==> src/hss_pkg.sv <==
// ----------------------------------------------------------------------------
// hss_pkg
// Types and constants shared by the three-axis half-step sequencer.
// ----------------------------------------------------------------------------
package hss_pkg;

   typedef logic [7:0] byte_type;
   typedef logic [2:0] phase_type;
   typedef logic [3:0] coil_type;
   typedef logic [1:0] power_type;

   localparam byte_type  SPEED_CMD   = 8'hC0;
   localparam byte_type  POWER_MASK  = 8'hFC;
   localparam byte_type  POWER_CMD   = 8'hA0;
   localparam byte_type  CMD_ECHO    = 8'h7F;
   localparam byte_type  DELAY_RESET = 8'd16;
   localparam power_type POWER_RESET = 2'b11;
   localparam int        CMD_BIT     = 7;

   // half-step coil pattern for each phase
   function automatic coil_type coil_of(input phase_type phase);
      coil_type coil;
      case (phase)
         3'd0:    coil = 4'h9;
         3'd1:    coil = 4'h8;
         3'd2:    coil = 4'hC;
         3'd3:    coil = 4'h4;
         3'd4:    coil = 4'h6;
         3'd5:    coil = 4'h2;
         3'd6:    coil = 4'h3;
         default: coil = 4'h1;
      endcase
      return coil;
   endfunction

endpackage

==> src/hss_axis.sv <==
// ----------------------------------------------------------------------------
// hss_axis
// One motor axis: phase register moved a half step forward or back, and the
// coil pattern of the phase it moves to.
// ----------------------------------------------------------------------------
module hss_axis (
   input  logic               clock,
   input  logic               reset,
   input  logic               step_en,
   input  logic               fwd,
   input  logic               back,
   output hss_pkg::coil_type  coil_next
);
   import hss_pkg::*;

   phase_type phase_ff;
   phase_type phase_in;

   always_comb begin
      phase_in = phase_ff;
      if (step_en) begin
         // forward and back on the same axis cancel
         if (fwd && !back) begin
            phase_in = phase_ff + 3'd1;
         end else if (back && !fwd) begin
            phase_in = phase_ff - 3'd1;
         end
      end
   end

   always_ff @(posedge clock) begin
      if (reset) begin
         phase_ff <= '0;
      end else begin
         phase_ff <= phase_in;
      end
   end

   assign coil_next = coil_of(phase_in);

endmodule

==> src/three_axis_half_step_sequencer.sv <==
// ----------------------------------------------------------------------------
// three_axis_half_step_sequencer
// Timer-tick and command-byte driven half-step sequencer for three axes.
// ----------------------------------------------------------------------------
// Takes one word per clock cycle (tick or received byte) and presents its
// result in the cycle after acceptance from a single result register;
// req_ready stays high whenever that register is empty or is being drained,
// so a steady stream sustains one word per cycle. Every word produces exactly
// one result: refused step bytes come back with rsp_accepted low and must be
// resent. Coil patterns and power bits reflect the state after the word.
module three_axis_half_step_sequencer (
   input  logic               clock,
   input  logic               reset,
   input  logic               req_valid,
   output logic               req_ready,
   input  logic               req_action,
   input  hss_pkg::byte_type  req_byte_value,
   output logic               rsp_valid,
   input  logic               rsp_ready,
   output logic               rsp_accepted,
   output logic               rsp_echo_valid,
   output hss_pkg::byte_type  rsp_echo_byte,
   output hss_pkg::coil_type  rsp_coil_x,
   output hss_pkg::coil_type  rsp_coil_y,
   output hss_pkg::coil_type  rsp_coil_z,
   output hss_pkg::power_type rsp_power_bits
);
   import hss_pkg::*;

   logic      take;
   logic      is_byte;
   logic      step_byte;
   logic      step_ok;
   logic      step_take;
   logic      cmd_byte;

   byte_type  tick_count_ff, tick_count_in;
   logic      tick_wrapped_ff, tick_wrapped_in;
   byte_type  step_delay_ff, step_delay_in;
   power_type power_state_ff, power_state_in;
   logic      await_speed_ff, await_speed_in;

   logic      rsp_valid_ff, rsp_valid_in;
   logic      accepted_ff, accepted_in;
   logic      echo_valid_ff, echo_valid_in;
   byte_type  echo_byte_ff, echo_byte_in;
   coil_type  coil_x_ff, coil_y_ff, coil_z_ff;
   coil_type  coil_x_in, coil_y_in, coil_z_in;
   power_type power_ff;

   assign req_ready = !rsp_valid_ff || rsp_ready;
   assign take      = req_valid && req_ready;

   assign is_byte   = !req_action;
   assign step_byte = is_byte && !req_byte_value[CMD_BIT] && !await_speed_ff;
   assign cmd_byte  = is_byte && !step_byte;
   assign step_ok   = (tick_count_ff >= step_delay_ff) || tick_wrapped_ff;
   assign step_take = take && step_byte && step_ok;

   always_comb begin
      tick_count_in   = tick_count_ff;
      tick_wrapped_in = tick_wrapped_ff;
      step_delay_in   = step_delay_ff;
      power_state_in  = power_state_ff;
      await_speed_in  = await_speed_ff;
      if (take) begin
         if (req_action) begin
            tick_wrapped_in = tick_wrapped_ff || (tick_count_ff == 8'hFF);
            tick_count_in   = tick_count_ff + 8'd1;
         end else if (step_byte) begin
            if (step_ok) begin
               tick_count_in   = '0;
               tick_wrapped_in = 1'b0;
            end
         end else if (await_speed_ff) begin
            step_delay_in  = req_byte_value;
            await_speed_in = 1'b0;
         end else if (req_byte_value == SPEED_CMD) begin
            await_speed_in = 1'b1;
         end else if ((req_byte_value & POWER_MASK) == POWER_CMD) begin
            power_state_in = req_byte_value[1:0];
         end
      end
   end

   always_comb begin
      accepted_in   = !(step_byte && !step_ok);
      echo_valid_in = (step_byte && step_ok) || cmd_byte;
      if (step_byte && step_ok) begin
         echo_byte_in = req_byte_value;
      end else if (cmd_byte) begin
         echo_byte_in = CMD_ECHO;
      end else begin
         echo_byte_in = '0;
      end
      rsp_valid_in = take || (rsp_valid_ff && !rsp_ready);
   end

   hss_axis u_axis_x (
      .clock     (clock),
      .reset     (reset),
      .step_en   (step_take),
      .fwd       (req_byte_value[0]),
      .back      (req_byte_value[3]),
      .coil_next (coil_x_in)
   );

   hss_axis u_axis_y (
      .clock     (clock),
      .reset     (reset),
      .step_en   (step_take),
      .fwd       (req_byte_value[1]),
      .back      (req_byte_value[4]),
      .coil_next (coil_y_in)
   );

   hss_axis u_axis_z (
      .clock     (clock),
      .reset     (reset),
      .step_en   (step_take),
      .fwd       (req_byte_value[2]),
      .back      (req_byte_value[5]),
      .coil_next (coil_z_in)
   );

   always_ff @(posedge clock) begin
      if (reset) begin
         tick_count_ff   <= '0;
         tick_wrapped_ff <= 1'b0;
         step_delay_ff   <= DELAY_RESET;
         power_state_ff  <= POWER_RESET;
         await_speed_ff  <= 1'b0;
         rsp_valid_ff    <= 1'b0;
      end else begin
         tick_count_ff   <= tick_count_in;
         tick_wrapped_ff <= tick_wrapped_in;
         step_delay_ff   <= step_delay_in;
         power_state_ff  <= power_state_in;
         await_speed_ff  <= await_speed_in;
         rsp_valid_ff    <= rsp_valid_in;
      end
   end

   // result payload, loaded only when a word is taken
   always_ff @(posedge clock) begin
      if (take) begin
         accepted_ff   <= accepted_in;
         echo_valid_ff <= echo_valid_in;
         echo_byte_ff  <= echo_byte_in;
         coil_x_ff     <= coil_x_in;
         coil_y_ff     <= coil_y_in;
         coil_z_ff     <= coil_z_in;
         power_ff      <= power_state_in;
      end
   end

   assign rsp_valid      = rsp_valid_ff;
   assign rsp_accepted   = accepted_ff;
   assign rsp_echo_valid = echo_valid_ff;
   assign rsp_echo_byte  = echo_byte_ff;
   assign rsp_coil_x     = coil_x_ff;
   assign rsp_coil_y     = coil_y_ff;
   assign rsp_coil_z     = coil_z_ff;
   assign rsp_power_bits = power_ff;

endmodule

==> config.mk <==
export PLATFORM = sky130hd
export DESIGN_NAME = three_axis_half_step_sequencer
export DESIGN_NICKNAME = d
export VERILOG_FILES = /design/src/hss_pkg.sv /design/src/hss_axis.sv /design/src/three_axis_half_step_sequencer.sv
export SDC_FILE = /design/constraint.sdc
export NUM_CORES = 1
export LEC_CHECK = 0
export BUFFER_PORTS_ARGS = -buffer_cell sky130_fd_sc_hd__buf_2
export CORE_UTILIZATION = 57
export CTS_CLUSTER_DIAMETER = 50
export DETAILED_ROUTE_END_ITERATION = 16
export PLACE_DENSITY = 0.79
export RECOVER_POWER = 100
export SLEW_MARGIN = 20
export SYNTH_ARGS = -nofsm -noshare
export SYNTH_HDL_FRONTEND = slang
export SYNTH_SLANG_ARGS = --single-unit
==> constraint.sdc <==
create_clock -name clock -period 2.85 [get_ports clock]
set_clock_uncertainty 0.05 [all_clocks]
set_input_delay 0.285 -clock clock [delete_from_list [all_inputs] [get_ports clock]]
set_output_delay 0.285 -clock clock [all_outputs]
set_load 0.01 [all_outputs]
==> results.yml <==
clock_network:
  cts_buffer_depth: 2
  cts_tree: "built"
  cts-root-buf: "clkbuf_8"
  cts.sinks: 54
  cts.clk_slew.worst_paths_ns: 0.10
  clk_latency_ns: 0.32
  htree_levels: 2
  numCtsBuffers: 5
synthesis:
  syn-num-nets: 324
  synth-edff-count: 24
  synthArstFlopShare: 0
  synth-adder-area-share: 0.0654
  synthesis.area_um2: 2870
  yosysTopAreaCell: "edfxtp_1"
  synth-seq-area-share: 0.460
  synth_compound_area_frac: 0.143
  synth_area_leaders: "edfxtp_1 25%, dfxtp_1 21%, ha_1 6.5%, mux2i_1 4.2%, nor2_1 3.9%"
  synth_flop_cell: "dfxtp_1"
  synth-simple-area-share: 0.184
  yosys_warnings: 0
  muxShareOfSynthArea: 0.0654
  synth.distinct_cells: 47
  syn-instance-count: 296
  ys_ff_latch: 54
  synth-xor-area-share: 0.0397
  synth_top_area_share: 0.251
  synth_area_per_cell_um2: 9.70
  synth_top_family_by_area: "simple AND/OR/NAND/NOR gates"
  ys_top_cells_by_count: "30 x dfxtp_1, 30 x nor2_1, 28 x nand2_1"
critical_path:
  critPathMaxFanout: 9
  path_class: "reg2reg"
  crit_required_ns: 2.87
  cpMostUsedCell: "mux2i_1"
  crit_path_max_incr_delay_ns: 0.48
  startpoint_type: "flip-flop"
  crit_chain: "inv_1 -> ha_1 -> nand2b_1 -> a2111oi_4 -> o31ai_4 -> o211ai_1 -> buf_4 -> mux2i_1 -> mux2i_1"
  crit_path_end_kind: "flip-flop"
  cpMaxStageDelayCell: "a2111oi_4"
  cp.arrival_ns: 2.70
  r2r_slack_ns: 0.17
grt:
  antenna_found_initial: 0
  grt_remaining_overflow: 0
  grt_pass1_vias: 2199
  grt_start_max_net_pins: 29
  track_usage: 0.252
  grt_pass1_wl_um: 10200
die:
  die_x_um: 73.0
  die_area_um2: 5320
  ioPinCount: 39
  coreArea_um2: 4790
  rows: 25
  initial_core_util: 0.600
  die_y_um: 73.0
flow_run:
  drv_cap: 0
layout:
  final_core_util: 0.677
  final_cells: 406
  layout.nets: 366
  drive_gt1_frac: 0.115
  fillers: 400
  syn_to_final_growth_pct: 12.9
  n_antenna_cell: 0
pwr:
  powerDensity_nw_per_um2: 433
  p_total_uw: 1400
  ir_worst_vdd_uv: 282
  cellLeakagePower_uw: 0.00125
sta:
  tightest_slew_ns: 0.500
  finalSetupTns_ns: 0
  fmax_mhz: 373
  finalCritPeriodShare: 0.940
  slew_violations: 0
  setup_violations: 0
  fin_crit_ns: 2.68
  hold_viol_final: 0
  relSlewSlack: 0.666
  rsz0062_at_grt: "false"
  finalHoldWorstSlack_ns: 0.176
detailed_routing:
  drc: 0
  drt_wl_total_um: 6250
  post_drt_wl_per_cell_um: 15.4
  ant_nets: 0
  vias_per_cell: 5.71
  num_vias: 2319
  drtPass1Iterations: 5
  drt_iter0_drc: 207
placement:
  hpwl_um: 4320
  gp_congestion: 0.815
  dp_cells: 396
  io_buffers: 38
hold_path:
  hold_path_class: "in2reg"
status:
  status: "complete, no violations"
## stage by stage
step                      instance area [µm²]  worst slack [ns]
after floorplan                          2870             0.403
after global placement                   3150             0.190
after detailed placement                 3150           0.00408
after CTS                                3260            0.0374
after global routing                     3240           0.00591
final                                    3240             0.170
## timing repair
item | 4_1_cts | 5_1_grt
setup buffers | 0 | 2
hold buffers | 0 | 0
pin swaps | 0 | 2
endpoints found under the setup margin | 1 | 8
resized for setup | 1 | 2
## final timing paths
| path | from | endpoint | cells past startpoint |
|---|---|---|---|
| setup / recovery | tick_count_ff[0] | rsp_coil_x[0] | 9 |
| hold reg to reg | step_delay_ff[7] | step_delay_ff[7] | 2 |
| hold / removal | req_valid | rsp_valid | 3 |
| setup reg to reg | tick_count_ff[0] | rsp_coil_x[0] | 9 |
## cell usage in the layout (no fill, tap or decap), types with 3 or more instances in the layout
master / netlist / layout
mux2i_1: 12 / 12
buf_4: 0 / 7
nor2_1: 30 / 30
nand2_1: 28 / 28
buf_2: 3 / 12
xor2_1: 6 / 6
inv_1: 19 / 19
a21oi_1: 17 / 18
mux2_2: 6 / 5
xnor2_1: 7 / 7
clkbuf_8: 0 / 6
o21ai_0: 5 / 5
and3_1: 3 / 3
a21o_1: 7 / 7
nand3_1: 19 / 19
edfxtp_1: 24 / 24
nor2b_1: 5 / 5
dfxtp_1: 30 / 30
nand2b_1: 4 / 4
clkbuf_1: 9 / 28
ha_1: 15 / 15
nor3_1: 7 / 7
o211ai_1: 3 / 3
nand4_1: 4 / 4
## sequential cells by signal, indices dropped and copies added (netlist names), 3 cells and up
signal	flops
u_axis_y.phase_ff	3
tick_count_ff	8
step_delay_ff	8
rsp_coil_x	4
rsp_coil_z	4
rsp_coil_y	4
rsp_echo_byte	8
u_axis_x.phase_ff	3
u_axis_z.phase_ff	3
## routing by layer
metal	wire length, µm	GRT usage	vias up
met5	0	0	-
met4	127	0.0915	0
met3	299	0.0552	15
met2	3140	0.439	56
met1	2680	0.306	1113
li1	-	-	1135
## where the power goes
part	leakage [µW]	internal [µW]	switching, µW	total, µW
Clock	0.0000514	201	266	467
Sequential	0.000454	824	5.54	829
Combinational	0.000745	34.4	74.1	108
## kinds of logic after synthesis
logic type      after synthesis
fa+ha+maj                    15
other cells                   1
flops                        54
mux                          18
simple gates                110
buf+inv                      31
xor+xnor                     13
compound gates               54
## cell type report
cell class                 count  area, µm²  area share
clock buffer                   6       82.6      0.0255
clock inverter                 2       17.5     0.00541
inverter                      19       71.3      0.0220
multi-input combinational    211       1450       0.446
sequential                    54       1320       0.408
tap                           67       83.8      0.0259
timing repair buffer          47        218      0.0672
## critical path, delay by kind of cell (launching register included)
kind            cells  cell delay (ns)
mux                 2             0.43
fa+ha+maj           1             0.28
compound gates      3             0.82
flops               1             0.41
simple gates        1             0.17
buf+inv             2             0.27
Power figures use the tool's default switching activity.
